--- config.mk ---
export PLATFORM = sky130hd
export DESIGN_NAME = small_matrix_multiply_add_sub_top
export DESIGN_NICKNAME = d
export VERILOG_FILES = /design/src/sv/smma_pkg.sv /design/src/sv/smma_ram.sv /design/src/sv/smma_ctrl.sv /design/src/sv/smma_dp.sv /design/src/sv/small_matrix_multiply_add_sub_top.sv
export SDC_FILE = /design/constraint.sdc
export NUM_CORES = 2
export LEC_CHECK = 0
export BUFFER_PORTS_ARGS = -buffer_cell sky130_fd_sc_hd__clkbuf_2
export CORE_MARGIN = 2
export CORE_UTILIZATION = 45
export CTS_CLUSTER_DIAMETER = 30
export DETAILED_ROUTE_END_ITERATION = 8
export PLACE_DENSITY = 0.71
export SETUP_SLACK_MARGIN = 0.02
export SYNTH_ARGS = -nofsm -noshare
export SYNTH_HDL_FRONTEND = slang
export SYNTH_SLANG_ARGS = --single-unit
--- constraint.sdc ---
create_clock -name i_clk -period 11.65 [get_ports i_clk]
set_clock_uncertainty 0.05 [all_clocks]
set_input_delay 2.33 -clock i_clk [delete_from_list [all_inputs] [get_ports i_clk]]
set_output_delay 2.33 -clock i_clk [all_outputs]
set_load 0.02 [all_outputs]
--- src/sv/smma_pkg.sv ---
`default_nettype none

package smma_pkg;

    localparam int ELEM_W     = 32;
    localparam int IDX_W      = 2;
    localparam int CFG_ADDR_W = 2;
    localparam int CFG_DATA_W = 3;

    // register indexes
    localparam logic [CFG_ADDR_W-1:0] REG_OP_MODE   = 2'd0;
    localparam logic [CFG_ADDR_W-1:0] REG_ROWS_A    = 2'd1;
    localparam logic [CFG_ADDR_W-1:0] REG_INNER_DIM = 2'd2;
    localparam logic [CFG_ADDR_W-1:0] REG_COLS_B    = 2'd3;

    // op_mode codes
    localparam logic [1:0] MODE_MUL  = 2'd0;
    localparam logic [1:0] MODE_ADD  = 2'd1;
    localparam logic [1:0] MODE_SUB  = 2'd2;
    localparam logic [1:0] MODE_RSVD = 2'd3;

    typedef enum logic [1:0] {
        ST_LOAD,
        ST_COMPUTE,
        ST_DRAIN
    } t_state;

    // one step of work for the datapath
    typedef struct packed {
        logic             valid;
        logic             first;   // first term of an element
        logic             klast;   // last term of an element
        logic             last;    // final element of the matrix
        logic             mul;
        logic             sub;
        logic [IDX_W-1:0] row;
        logic [IDX_W-1:0] col;
    } t_cmd;

endpackage

`default_nettype wire

--- src/sv/smma_ram.sv ---
`default_nettype none

module smma_ram #(
    parameter int WIDTH = 32,
    parameter int DEPTH = 16
) (
    input  wire logic                                   i_clk,
    input  wire logic                                   i_we,
    input  wire logic [((DEPTH > 1) ? $clog2(DEPTH) : 1)-1:0] i_waddr,
    input  wire logic [WIDTH-1:0]                       i_wdata,
    input  wire logic [((DEPTH > 1) ? $clog2(DEPTH) : 1)-1:0] i_raddr,
    output logic      [WIDTH-1:0]                       o_rdata
);

    logic [WIDTH-1:0] r_mem [DEPTH];
    logic [WIDTH-1:0] r_rdata;

    always_ff @(posedge i_clk) begin
        if (i_we) begin
            r_mem[i_waddr] <= i_wdata;
        end
        r_rdata <= r_mem[i_raddr];
    end

    assign o_rdata = r_rdata;

endmodule

`default_nettype wire

--- src/sv/smma_ctrl.sv ---
`default_nettype none

module smma_ctrl #(
    parameter int MAX_DIM = 4
) (
    input  wire logic                                   i_clk,
    input  wire logic                                   i_rst_n,
    input  wire logic                                   start,
    output logic                                        busy,
    input  wire logic                                   i_cfg_we,
    input  wire logic [smma_pkg::CFG_ADDR_W-1:0]        i_cfg_index,
    input  wire logic [smma_pkg::CFG_DATA_W-1:0]        i_cfg_data,
    input  wire logic                                   i_done,
    output logic                                        o_wr_en_a,
    output logic                                        o_wr_en_b,
    output logic [((MAX_DIM*MAX_DIM > 1) ? $clog2(MAX_DIM*MAX_DIM) : 1)-1:0] o_wr_addr,
    output logic [((MAX_DIM*MAX_DIM > 1) ? $clog2(MAX_DIM*MAX_DIM) : 1)-1:0] o_rd_addr_a,
    output logic [((MAX_DIM*MAX_DIM > 1) ? $clog2(MAX_DIM*MAX_DIM) : 1)-1:0] o_rd_addr_b,
    output smma_pkg::t_cmd                              o_cmd
);

    import smma_pkg::*;

    localparam int DEPTH = MAX_DIM * MAX_DIM;
    localparam int AW    = (DEPTH > 1) ? $clog2(DEPTH) : 1;
    localparam int DW    = $clog2(MAX_DIM + 1);
    localparam int SW    = $clog2(DEPTH + 1);

    function automatic logic [DW-1:0] eff_dim(input logic [2:0] v);
        logic [3:0] m;
        m = 4'(MAX_DIM);
        if (v == 3'd0) begin
            return DW'(1);
        end else if ({1'b0, v} > m) begin
            return DW'(MAX_DIM);
        end else begin
            return DW'(v);
        end
    endfunction

    logic [1:0]    r_op_mode;
    logic [2:0]    r_rows_a;
    logic [2:0]    r_inner_dim;
    logic [2:0]    r_cols_b;
    t_state        r_state, n_state;
    logic          r_in_b, n_in_b;
    logic [AW-1:0] r_wr_addr, n_wr_addr;
    logic [DW-1:0] r_row, n_row;
    logic [DW-1:0] r_col, n_col;
    logic [DW-1:0] r_k, n_k;
    logic [AW-1:0] r_a_ptr, n_a_ptr;
    logic [AW-1:0] r_b_ptr, n_b_ptr;
    logic [AW-1:0] r_b_base, n_b_base;

    logic [DW-1:0]   w_nr, w_nk, w_nc, w_res_cols;
    logic [2*DW-1:0] w_prod_a, w_prod_b;
    logic [SW-1:0]   w_size_a, w_size_b;
    logic            w_mul, w_sub, w_accept;
    logic            w_a_last, w_b_last;
    logic            w_klast, w_row_last, w_col_last, w_final;

    assign w_nr       = eff_dim(r_rows_a);
    assign w_nk       = eff_dim(r_inner_dim);
    assign w_nc       = eff_dim(r_cols_b);
    assign w_mul      = (r_op_mode == MODE_MUL) || (r_op_mode == MODE_RSVD);
    assign w_sub      = (r_op_mode == MODE_SUB);
    assign w_prod_a   = {{DW{1'b0}}, w_nr} * {{DW{1'b0}}, w_nk};
    assign w_prod_b   = {{DW{1'b0}}, w_nk} * {{DW{1'b0}}, w_nc};
    assign w_size_a   = SW'(w_prod_a);
    assign w_size_b   = w_mul ? SW'(w_prod_b) : w_size_a;
    assign w_res_cols = w_mul ? w_nc : w_nk;

    assign w_accept   = start && (r_state == ST_LOAD);
    assign w_a_last   = (SW'(r_wr_addr) == (w_size_a - SW'(1)));
    assign w_b_last   = (SW'(r_wr_addr) == (w_size_b - SW'(1)));
    assign w_klast    = !w_mul || (r_k == (w_nk - DW'(1)));
    assign w_row_last = (r_row == (w_nr - DW'(1)));
    assign w_col_last = (r_col == (w_res_cols - DW'(1)));
    assign w_final    = w_klast && w_row_last && w_col_last;

    // next state
    always_comb begin
        n_state = r_state;
        case (r_state)
            ST_LOAD: begin
                if (w_accept && r_in_b && w_b_last && !i_cfg_we) begin
                    n_state = ST_COMPUTE;
                end
            end
            ST_COMPUTE: begin
                if (w_final) begin
                    n_state = ST_DRAIN;
                end
            end
            ST_DRAIN: begin
                if (i_done) begin
                    n_state = ST_LOAD;
                end
            end
            default: n_state = ST_LOAD;
        endcase
    end

    // outputs
    always_comb begin
        busy        = (r_state != ST_LOAD);
        o_wr_en_a   = w_accept && !r_in_b;
        o_wr_en_b   = w_accept && r_in_b;
        o_wr_addr   = r_wr_addr;
        o_rd_addr_a = r_a_ptr;
        o_rd_addr_b = r_b_ptr;
        o_cmd.valid = (r_state == ST_COMPUTE);
        o_cmd.first = (r_k == '0);
        o_cmd.klast = w_klast;
        o_cmd.last  = w_row_last && w_col_last;
        o_cmd.mul   = w_mul;
        o_cmd.sub   = w_sub;
        o_cmd.row   = IDX_W'(r_row);
        o_cmd.col   = IDX_W'(r_col);
    end

    // load and walk counters
    always_comb begin
        n_in_b    = r_in_b;
        n_wr_addr = r_wr_addr;
        n_row     = r_row;
        n_col     = r_col;
        n_k       = r_k;
        n_a_ptr   = r_a_ptr;
        n_b_ptr   = r_b_ptr;
        n_b_base  = r_b_base;

        if (i_cfg_we) begin
            n_in_b    = 1'b0;
            n_wr_addr = '0;
        end else if (w_accept) begin
            if (!r_in_b && w_a_last) begin
                n_in_b    = 1'b1;
                n_wr_addr = '0;
            end else if (r_in_b && w_b_last) begin
                n_in_b    = 1'b0;
                n_wr_addr = '0;
            end else begin
                n_wr_addr = r_wr_addr + AW'(1);
            end
        end

        if (r_state != ST_COMPUTE) begin
            n_row    = '0;
            n_col    = '0;
            n_k      = '0;
            n_a_ptr  = '0;
            n_b_ptr  = '0;
            n_b_base = '0;
        end else if (!w_klast) begin
            // next term: A steps one column, B one row
            n_k     = r_k + DW'(1);
            n_a_ptr = r_a_ptr + AW'(w_nr);
            n_b_ptr = r_b_ptr + AW'(1);
        end else begin
            n_k = '0;
            if (w_row_last) begin
                n_row = '0;
                n_col = r_col + DW'(1);
            end else begin
                n_row = r_row + DW'(1);
            end
            if (w_mul) begin
                n_a_ptr = AW'(n_row);
                if (w_row_last) begin
                    n_b_base = r_b_base + AW'(w_nk);
                    n_b_ptr  = r_b_base + AW'(w_nk);
                end else begin
                    n_b_ptr = r_b_base;
                end
            end else begin
                n_a_ptr = r_a_ptr + AW'(1);
                n_b_ptr = r_b_ptr + AW'(1);
            end
        end
    end

    always_ff @(posedge i_clk) begin
        if (!i_rst_n) begin
            r_op_mode   <= MODE_MUL;
            r_rows_a    <= 3'd4;
            r_inner_dim <= 3'd4;
            r_cols_b    <= 3'd4;
            r_state     <= ST_LOAD;
            r_in_b      <= 1'b0;
            r_wr_addr   <= '0;
            r_row       <= '0;
            r_col       <= '0;
            r_k         <= '0;
            r_a_ptr     <= '0;
            r_b_ptr     <= '0;
            r_b_base    <= '0;
        end else begin
            if (i_cfg_we) begin
                case (i_cfg_index)
                    REG_OP_MODE:   r_op_mode   <= i_cfg_data[1:0];
                    REG_ROWS_A:    r_rows_a    <= i_cfg_data;
                    REG_INNER_DIM: r_inner_dim <= i_cfg_data;
                    REG_COLS_B:    r_cols_b    <= i_cfg_data;
                    default:       r_op_mode   <= r_op_mode;
                endcase
            end
            r_state   <= n_state;
            r_in_b    <= n_in_b;
            r_wr_addr <= n_wr_addr;
            r_row     <= n_row;
            r_col     <= n_col;
            r_k       <= n_k;
            r_a_ptr   <= n_a_ptr;
            r_b_ptr   <= n_b_ptr;
            r_b_base  <= n_b_base;
        end
    end

    a_done_in_drain: assert property (@(posedge i_clk) disable iff (!i_rst_n)
        i_done |-> (r_state == ST_DRAIN))
        else $error("result burst ended outside drain");

    a_cfg_restarts_load: assert property (@(posedge i_clk) disable iff (!i_rst_n)
        (i_cfg_we && (r_state == ST_LOAD)) |=> (!r_in_b && (r_wr_addr == '0)))
        else $error("register write did not restart the load");

endmodule

`default_nettype wire

--- src/sv/smma_dp.sv ---
`default_nettype none

module smma_dp #(
    parameter int MAX_DIM   = 4,
    parameter int FRAC_BITS = 16
) (
    input  wire logic                                   i_clk,
    input  wire logic                                   i_rst_n,
    input  wire logic                                   i_wr_en_a,
    input  wire logic                                   i_wr_en_b,
    input  wire logic [((MAX_DIM*MAX_DIM > 1) ? $clog2(MAX_DIM*MAX_DIM) : 1)-1:0] i_wr_addr,
    input  wire logic [smma_pkg::ELEM_W-1:0]            i_wr_data,
    input  wire logic [((MAX_DIM*MAX_DIM > 1) ? $clog2(MAX_DIM*MAX_DIM) : 1)-1:0] i_rd_addr_a,
    input  wire logic [((MAX_DIM*MAX_DIM > 1) ? $clog2(MAX_DIM*MAX_DIM) : 1)-1:0] i_rd_addr_b,
    input  wire smma_pkg::t_cmd                         i_cmd,
    output logic                                        o_done,
    output logic                                        o_result_valid,
    output logic signed [smma_pkg::ELEM_W-1:0]          o_result_value,
    output logic [smma_pkg::IDX_W-1:0]                  o_result_row,
    output logic [smma_pkg::IDX_W-1:0]                  o_result_col,
    output logic                                        o_last_element
);

    import smma_pkg::*;

    localparam int DEPTH = MAX_DIM * MAX_DIM;
    localparam int PW    = 2 * ELEM_W;
    localparam int TW    = PW - FRAC_BITS;
    localparam int ACC_W = TW + 3;
    localparam logic [PW-1:0] HALF = PW'(1) << (FRAC_BITS - 1);

    logic [ELEM_W-1:0]        w_qa, w_qb;
    logic signed [ELEM_W-1:0] w_a, w_b;
    logic signed [PW-1:0]     w_prod;
    logic signed [ELEM_W:0]   w_sum;
    logic [PW-1:0]            w_bias, w_rsum;
    logic signed [TW-1:0]     w_term;
    logic [ACC_W-ELEM_W:0]    w_hi;
    logic                     w_ovf;

    t_cmd                     r_c1, r_c2, r_c3, r_c4;
    logic signed [PW-1:0]     r_p;
    logic signed [TW-1:0]     r_term;
    logic signed [ACC_W-1:0]  r_acc;
    logic                     r_out_valid;
    logic [ELEM_W-1:0]        r_out_value;
    logic [IDX_W-1:0]         r_out_row;
    logic [IDX_W-1:0]         r_out_col;
    logic                     r_out_last;

    smma_ram #(.WIDTH(ELEM_W), .DEPTH(DEPTH)) u_ram_a (
        .i_clk   (i_clk),
        .i_we    (i_wr_en_a),
        .i_waddr (i_wr_addr),
        .i_wdata (i_wr_data),
        .i_raddr (i_rd_addr_a),
        .o_rdata (w_qa)
    );

    smma_ram #(.WIDTH(ELEM_W), .DEPTH(DEPTH)) u_ram_b (
        .i_clk   (i_clk),
        .i_we    (i_wr_en_b),
        .i_waddr (i_wr_addr),
        .i_wdata (i_wr_data),
        .i_raddr (i_rd_addr_b),
        .o_rdata (w_qb)
    );

    assign w_a    = w_qa;
    assign w_b    = w_qb;
    assign w_prod = PW'(w_a) * PW'(w_b);
    assign w_sum  = r_c1.sub ? ((ELEM_W+1)'(w_a) - (ELEM_W+1)'(w_b))
                             : ((ELEM_W+1)'(w_a) + (ELEM_W+1)'(w_b));

    // round half away from zero: a negative product takes half minus one
    assign w_bias = r_p[PW-1] ? (HALF - PW'(1)) : HALF;
    assign w_rsum = r_p + w_bias;
    assign w_term = r_c2.mul ? w_rsum[PW-1:FRAC_BITS] : TW'(r_p);

    assign w_hi  = r_acc[ACC_W-1:ELEM_W-1];
    assign w_ovf = !((&w_hi) || (~|w_hi));

    always_ff @(posedge i_clk) begin
        r_p    <= r_c1.mul ? w_prod : PW'(w_sum);
        r_term <= w_term;
        if (r_c3.first) begin
            r_acc <= ACC_W'(r_term);
        end else begin
            r_acc <= r_acc + ACC_W'(r_term);
        end
        if (w_ovf) begin
            r_out_value <= r_acc[ACC_W-1] ? {1'b1, {(ELEM_W-1){1'b0}}}
                                          : {1'b0, {(ELEM_W-1){1'b1}}};
        end else begin
            r_out_value <= r_acc[ELEM_W-1:0];
        end
        r_out_row  <= r_c4.row;
        r_out_col  <= r_c4.col;
        r_out_last <= r_c4.last;
    end

    always_ff @(posedge i_clk) begin
        if (!i_rst_n) begin
            r_c1        <= '0;
            r_c2        <= '0;
            r_c3        <= '0;
            r_c4        <= '0;
            r_out_valid <= 1'b0;
        end else begin
            r_c1        <= i_cmd;
            r_c2        <= r_c1;
            r_c3        <= r_c2;
            r_c4        <= r_c3;
            r_out_valid <= r_c4.valid && r_c4.klast;
        end
    end

    assign o_result_valid = r_out_valid;
    assign o_result_value = r_out_value;
    assign o_result_row   = r_out_row;
    assign o_result_col   = r_out_col;
    assign o_last_element = r_out_last;
    assign o_done         = r_out_valid && r_out_last;

    a_quiet_after_last: assert property (@(posedge i_clk) disable iff (!i_rst_n)
        (r_out_valid && r_out_last) |=> !r_out_valid)
        else $error("result beat after the final element");

    a_element_emits: assert property (@(posedge i_clk) disable iff (!i_rst_n)
        (r_c4.valid && r_c4.klast) |=> r_out_valid)
        else $error("finished element produced no result beat");

endmodule

`default_nettype wire

--- src/sv/small_matrix_multiply_add_sub_top.sv ---
`default_nettype none

// Small matrix engine, signed fixed point with FRAC_BITS fraction bits.
// Load A and then B one element per beat, column-major, by pulsing start
// while busy is low. Register writes restart the load. When the last
// B element is taken busy rises and the result matrix comes out
// column-major, one beat per element on o_result_valid, which the
// receiver cannot hold off. A single shared multiplier and accumulator
// walk the result: a multiply result element sums inner_dim terms, an
// add or subtract element is a single term. Results pass through the
// RAM read, multiply, round, accumulate and saturate registers in that
// order; busy falls the cycle after the final beat.
module small_matrix_multiply_add_sub_top #(
    parameter int MAX_DIM   = 4,
    parameter int FRAC_BITS = 16
) (
    input  wire logic                               i_clk,
    input  wire logic                               i_rst_n,
    input  wire logic                               start,
    output logic                                    busy,
    input  wire logic signed [smma_pkg::ELEM_W-1:0] i_element_value,
    input  wire logic                               i_cfg_we,
    input  wire logic [smma_pkg::CFG_ADDR_W-1:0]    i_cfg_index,
    input  wire logic [smma_pkg::CFG_DATA_W-1:0]    i_cfg_data,
    output logic                                    o_result_valid,
    output logic signed [smma_pkg::ELEM_W-1:0]      o_result_value,
    output logic [smma_pkg::IDX_W-1:0]              o_result_row,
    output logic [smma_pkg::IDX_W-1:0]              o_result_col,
    output logic                                    o_last_element
);

    import smma_pkg::*;

    localparam int DEPTH = MAX_DIM * MAX_DIM;
    localparam int AW    = (DEPTH > 1) ? $clog2(DEPTH) : 1;

    logic          w_done;
    logic          w_wr_en_a, w_wr_en_b;
    logic [AW-1:0] w_wr_addr, w_rd_addr_a, w_rd_addr_b;
    t_cmd          w_cmd;

    smma_ctrl #(.MAX_DIM(MAX_DIM)) u_ctrl (
        .i_clk       (i_clk),
        .i_rst_n     (i_rst_n),
        .start       (start),
        .busy        (busy),
        .i_cfg_we    (i_cfg_we),
        .i_cfg_index (i_cfg_index),
        .i_cfg_data  (i_cfg_data),
        .i_done      (w_done),
        .o_wr_en_a   (w_wr_en_a),
        .o_wr_en_b   (w_wr_en_b),
        .o_wr_addr   (w_wr_addr),
        .o_rd_addr_a (w_rd_addr_a),
        .o_rd_addr_b (w_rd_addr_b),
        .o_cmd       (w_cmd)
    );

    smma_dp #(.MAX_DIM(MAX_DIM), .FRAC_BITS(FRAC_BITS)) u_dp (
        .i_clk          (i_clk),
        .i_rst_n        (i_rst_n),
        .i_wr_en_a      (w_wr_en_a),
        .i_wr_en_b      (w_wr_en_b),
        .i_wr_addr      (w_wr_addr),
        .i_wr_data      (i_element_value),
        .i_rd_addr_a    (w_rd_addr_a),
        .i_rd_addr_b    (w_rd_addr_b),
        .i_cmd          (w_cmd),
        .o_done         (w_done),
        .o_result_valid (o_result_valid),
        .o_result_value (o_result_value),
        .o_result_row   (o_result_row),
        .o_result_col   (o_result_col),
        .o_last_element (o_last_element)
    );

endmodule

`default_nettype wire

== Word level (Yosys, flattened, before mapping) ==
Memory sizes are Yosys's and may differ from the RTL's. A register that Yosys moved wholly into a read port is not among the register bits.
Cells that the tools add are included.

* Register bits: 274
* Latch bits: 0
* RAM bits: 1024
* Memory bits (read-only): 0
* Input bits: 41
* Output and inout port bits: 39
* Memories: 2

* Add/sub/neg operators: 17
* Multiply operators: 3
* Divide/modulo/power cells: 0
* Magnitude comparators: 3
* Equal/unequal tests: 16
* Shift operators: 0
* Mux-type cells: 33
* Bitwise logic cells: 1
* Reduce and logical (&&, ||, !) cells: 41

{| class="wikitable"
|+ Memory list
! name !! depth !! bits a word !! read ports !! clocked after memory_dff !! wr ports !! line !! text
|-
| u_dp.u_ram_a.r_mem || 16 || 32 || 1 || 1 || 1 || smma_ram.sv:15 || <nowiki>logic [WIDTH-1:0] r_mem [DEPTH];</nowiki>
|-
| u_dp.u_ram_b.r_mem || 16 || 32 || 1 || 1 || 1 || smma_ram.sv:15 ||
|}

{| class="wikitable"
|+ Operator list
! kind !! count
|-
| 64-bit adder || 1
|-
| 32-bit by 32-bit multiplier with 64-bit output || 1
|-
| 32-bit 2-to-1 mux || 2
|-
| 64-bit 2-to-1 mux || 1
|-
| 51-bit by 48-bit adder with 51-bit output || 1
|-
| 51-bit 2-to-1 mux || 1
|-
| 48-bit 2-to-1 mux || 1
|-
| 32-bit by 32-bit adder with 33-bit output || 1
|-
| 33-bit 2-to-1 mux || 1
|-
| 32-bit by 32-bit subtractor with 33-bit output || 1
|-
| 4-bit 2-to-1 mux || 7
|-
| 3-bit 2-to-1 mux || 8
|-
| 20-bit AND reduction || 1
|-
| 20-bit OR reduction || 1
|-
| 16-bit 2-to-1 mux || 1
|-
| 2-bit AND reduction || 7
|-
| 4-bit by 1-bit adder with 4-bit output, second input constant || 3
|-
| 1-bit logical AND || 12
|-
| 3-bit zero test || 4
|-
| 2-bit equality test, second input constant || 5
|-
| 4-bit by 5-bit equality test with 1-bit output || 2
|-
| 3-bit by 3-bit multiplier with 5-bit output || 2
|-
| 5-bit by 1-bit subtractor with 5-bit output, second input constant || 2
|-
| 3-bit by 1-bit adder with 3-bit output, second input constant || 3
|-
| 19 further kinds || 45
|}

== Logic depth before layout (Yosys ltp) ==
* Word-level depth: 11
* Depth in mapped cells: 29
* Mapped depth without buffers: 27

== By module ==
A second synthesis with hierarchy kept.

* Cells, all modules: 7334
* Area total of the unflattened synthesis: 91278.8 sq um

{| class="wikitable"
|+ By module, submodules not included
! module !! instances !! cells an instance !! area each (sq um) !! sequential area each (sq um)
|-
| smma_dp || 1 || 5321 || 48576.6 || 4704.5
|-
| smma_ram (u_dp.u_ram_b) || 1 || 838 || 19854.0 || 16015.4
|-
| smma_ram (u_dp.u_ram_a) || 1 || 838 || 19835.3 || 16015.4
|-
| smma_ctrl || 1 || 337 || 3012.9 || 780.7
|}

== Worst setup path after synthesis ==
OpenSTA, ideal clock, no wires.

* Path kind: flip-flop to flip-flop
* From: register u_dp.u_ram_b.r_rdata[2], in the netlist u_dp.u_ram_b.o_rdata[2] (read register of u_dp.u_ram_b.r_mem)
* To: register u_dp.r_p[57]
* Setup time: 0.125 ns
* Data arrival time: 8.101 ns
* Setup slack: 3.374 ns
* Stages on the path, launching flop included: 27
* Cell sequence: dfxtp_1 > clkbuf_1 > clkbuf_1 > nand2_1 > inv_1 > fa_1 > fa_1 > fa_1 > fa_1 > inv_1 > fa_1 > inv_1 > fa_1 > inv_1 > fa_1 > inv_1 > fa_1 > ha_1 > and3_4 > nand4_4 > or4_1 > a2111o_1 > nor2b_4 > o21a_4 > o21bai_4 > xnor2_1 > o21ai_2

* Cells in the longest elaborated chain, start to end: 3

{| class="wikitable"
|+ Ends and longest elaborated chain
! item !! line !! text
|-
| start: declaration || smma_ram.sv:16 || <nowiki>logic [WIDTH-1:0] r_rdata;</nowiki>
|-
| parallel branches: the longest is 2 deep, another holds 32-bit by 32-bit multiplier with 64-bit output || -- ||
|-
| 64-bit 2-to-1 mux * || smma_dp.sv:84 || <nowiki>r_p <= r_c1.mul ? w_prod : PW'(w_sum);</nowiki>
|-
| end signal: assignment || smma_dp.sv:84 ||
|-
| end: declaration || smma_dp.sv:42 || <nowiki>logic signed [PW-1:0] r_p;</nowiki>
|}

Mark *: on every way between the ends.
A chain may end at the register's enable or synchronous reset.

== Final worst setup path ==
* From: register u_dp.u_ram_b.r_rdata[12], in the netlist u_dp.u_ram_b.o_rdata[12] (read register of u_dp.u_ram_b.r_mem)
* To: register u_dp.r_p[57]

Same word-level chain as after synthesis.

==> flow_metrics.tcl <==
set metrics [dict create \
    cts_tree "yes" \
    synth_edf_count 1024 \
    pin_count 80 \
    routed_wl_mm 239 \
    ant_nets 0 \
    fmax_mhz 110 \
    wl_per_cell_um 22.9 \
    worstSetupStartpointType "flip-flop" \
    nFillCells 16700 \
    synth_compound_area_share_pct 5.68 \
    avgSynthCellArea_um2 12.2 \
    r2r_end "u_dp.r_p[57]" \
    slew_viol_final 0 \
    holdCritPathClass "reg2reg" \
    ys_types 96 \
    cts-resized-gates 0 \
    synth_common_cells "fa_1, inv_1, edfxtp_1" \
    synth_top_family_by_area "adder cells" \
    worst_slew_pin_slew_ns 1.29 \
    synthAdderAreaFrac_pct 28.0 \
    status "finished clean" \
    antenna_found_initial 10 \
    syn_area_um2 91800 \
    cts_root_buf "clkbuf_16" \
    port_buffers 79 \
    first_iter_violations 4763 \
    cts_made_buffers 232 \
    multiInputGateArea_um2 49200 \
    synth_simple_gate_area_share_pct 9.96 \
    yosys.area.top_type "edfxtp_1" \
    clkTransAtPathRegs_ns 0.05 \
    syn_nets 8942 \
    grt_usage_pct 23.2 \
    hold_viol 0 \
    finalCriticalPeriod_ns 9.05 \
    yosysWarnings 0 \
    crit_start "u_dp.u_ram_b.o_rdata[12]" \
    insertion_delay_ns 0.88 \
    drive_gt1_share_pct 12.3 \
    gp_congestion 0.950 \
    ys_ff_latch 1362 \
    crit_arrival_ns 9.65 \
    chipWidth_um 456 \
    r2r_slack_ns 2.60 \
    setup-tns-final_ns 0 \
    yosysMostFrequentCell "fa_1" \
    start_util_pct 45.4 \
    utilization_pct 51.2 \
    maxCapViolations 0 \
    cts_sinks 1362 \
    path_class "reg2reg" \
    chipHeight_um 456 \
    cp.required_ns 12.25 \
    synth_mux_area_share_pct 7.21 \
    htree_levels 4 \
    synthCells 7500 \
    async_flop_share_pct 0 \
    finalCritPeriodShare_pct 77.7 \
    cp_max_fo 23 \
    synth-xor-area-share_pct 2.45 \
    clockBufferDepth 3 \
    syn_to_final_growth_pct 12.9 \
    grt_max_degree 96 \
    fp-row-count 165 \
    vias_per_cell 5.62 \
    r2r_cells 24 \
    grt_overflow 0 \
    ys.flop_type "edfxtp_1" \
    hold_buffers 0 \
    grt_pass1_vias 63000 \
    first_pass_iters 8 \
    slew_headroom_pct 13.6 \
    drc 0 \
    post-synth-top-area-fraction_pct 33.5 \
    r2r-start "u_dp.u_ram_b.o_rdata[12]" \
    postCtsSetupRepairBufs 0 \
    rsz0062_at_grt "false" \
    layout.nets 8979 \
    core_area_um2 203000 \
    hold_ws_ns 0.278 \
    synth.area.top_cells "edfxtp_1, fa_1, dfxtp_1" \
    fp.dieArea_um2 208000 \
    crit_end "u_dp.r_p[57]" \
    synth-seq-area-share_pct 40.8 \
    regArea_um2 37500 \
    num_vias 58600 \
    grt_pass1_wl_mm 372 \
    cp-end-kind "flip-flop" \
    hpwl_mm 154 \
    setup_viol 0 \
]
-- how the worst min path moves through the flow --
stage,cells after the start,slack [ns],start,to
finish,0,0.28,u_dp.r_c4[1],u_dp.o_result_col[1]
global route,0,0.29,u_dp.r_c4[3],u_dp.o_result_row[1]
CTS,0,0.28,u_dp.r_c4[1],u_dp.o_result_col[1]
detailed placement,0,0.27,u_dp.r_c4[3],u_dp.o_result_row[1]
global placement,0,0.26,u_dp.r_c4[0],u_dp.o_result_col[0]
floorplan,0,0.26,u_dp.r_c4[6],u_dp.o_last_element
-- placed cells by master (no fill, tap or decap), types with 31 or more instances in the layout --
| master | Yosys | routed |
|---|---|---|
| nor2_1 | 217 | 185 |
| nand2b_1 | 33 | 33 |
| clkinvlp_4 | 0 | 36 |
| nand4_1 | 46 | 46 |
| inv_1 | 1033 | 1033 |
| bufinv_16 | 0 | 35 |
| ha_1 | 311 | 311 |
| nand2_1 | 741 | 741 |
| xor2_1 | 99 | 99 |
| xnor2_1 | 158 | 158 |
| nor3_1 | 33 | 33 |
| and2_1 | 559 | 558 |
| a22oi_1 | 34 | 34 |
| and3_1 | 38 | 38 |
| a21oi_1 | 256 | 256 |
| clkbuf_2 | 1 | 79 |
| fa_1 | 1090 | 1090 |
| a21o_1 | 72 | 72 |
| nor2_4 | 0 | 32 |
| buf_4 | 0 | 116 |
| inv_6 | 0 | 31 |
| mux2i_1 | 126 | 126 |
| dfxtp_1 | 338 | 324 |
| nor2b_1 | 53 | 52 |
| mux4_2 | 224 | 224 |
| a221oi_1 | 33 | 33 |
| o21ai_0 | 243 | 243 |
| edfxtp_1 | 1024 | 1024 |
| clkbuf_16 | 0 | 234 |
| nand3_1 | 41 | 41 |
-- layer usage --
layer,up-vias,part of all wire (%),GRT usage [%]
met1,30300,39,29.4
met3,569,8.9,5.65
li1,25100,-,-
met4,12,3.3,8.45
met5,-,0.030,0
met2,2601,48,38.6
-- state kept, by name (all words and copies together), names as in the netlist, 4 cells and up --
register,cells
u_dp.r_term,48
u_dp.o_result_value,32
u_ctrl.o_rd_addr_b,4
u_ctrl.o_wr_addr,4
u_ctrl.r_b_base,4
u_dp.r_p,64
u_dp.u_ram_a.r_mem,512
u_dp.u_ram_b.r_mem,512
u_dp.u_ram_a.o_rdata,32
u_dp.r_c1,10
u_dp.u_ram_b.o_rdata,32
u_dp.r_c3,8
u_dp.r_c4,7
u_ctrl.o_rd_addr_a,4
u_dp.r_acc,51
u_dp.r_c2,9
-- logic make-up after synthesis --
| family | count (synthesis) |
|---|---|
| buf+inv | 1425 |
| mux | 377 |
| fa+ha+maj | 1401 |
| simple gates | 1839 |
| compound gates | 839 |
| xor+xnor | 257 |
| flops | 1362 |
-- per-stage QoR --
| step | worst slack, ns | instances | area, µm² |
|---|---|---|---|
| final | 2.60 | 10400 | 104000 |
| after global routing | 2.16 | 10400 | 104000 |
| after CTS | 2.65 | 10400 | 104000 |
| after detailed placement | 2.70 | 9975 | 95200 |
| after global placement | 2.78 | 9975 | 95200 |
| after floorplan | 3.37 | 7500 | 91800 |
-- layout make-up --
type                       count  area share [%]
sequential                  1362            36.2
inverter                    1033            3.74
clock buffer                 265            5.80
clock inverter               174            2.29
timing repair buffer         195            1.22
multi-input combinational   4713            47.5
tap                         2672            3.23
antenna                       10          0.0241
-- worst max-delay path: stages, from the launching register on --
cell      delay [ns]
dfxtp_1         1.18
nand2_1         0.27
fa_1            0.57
fa_1            0.38
inv_1           0.08
fa_1            0.44
fa_1            0.86
inv_1           0.42
fa_1            0.61
inv_1           0.06
fa_1            0.53
inv_1           0.05
fa_1            0.47
inv_1           0.05
fa_1            0.45
ha_1            0.39
and3_4          0.24
nand4_4         0.14
or4_1           0.50
a2111o_1        0.39
nor2b_4         0.15
o21a_4          0.23
o21bai_4        0.13
xnor2_1         0.15
o21ai_2         0.06
Power is left out: the tool's default activity adds up to more than one toggle a clock period on the data nets, which glitch-free logic cannot reach.
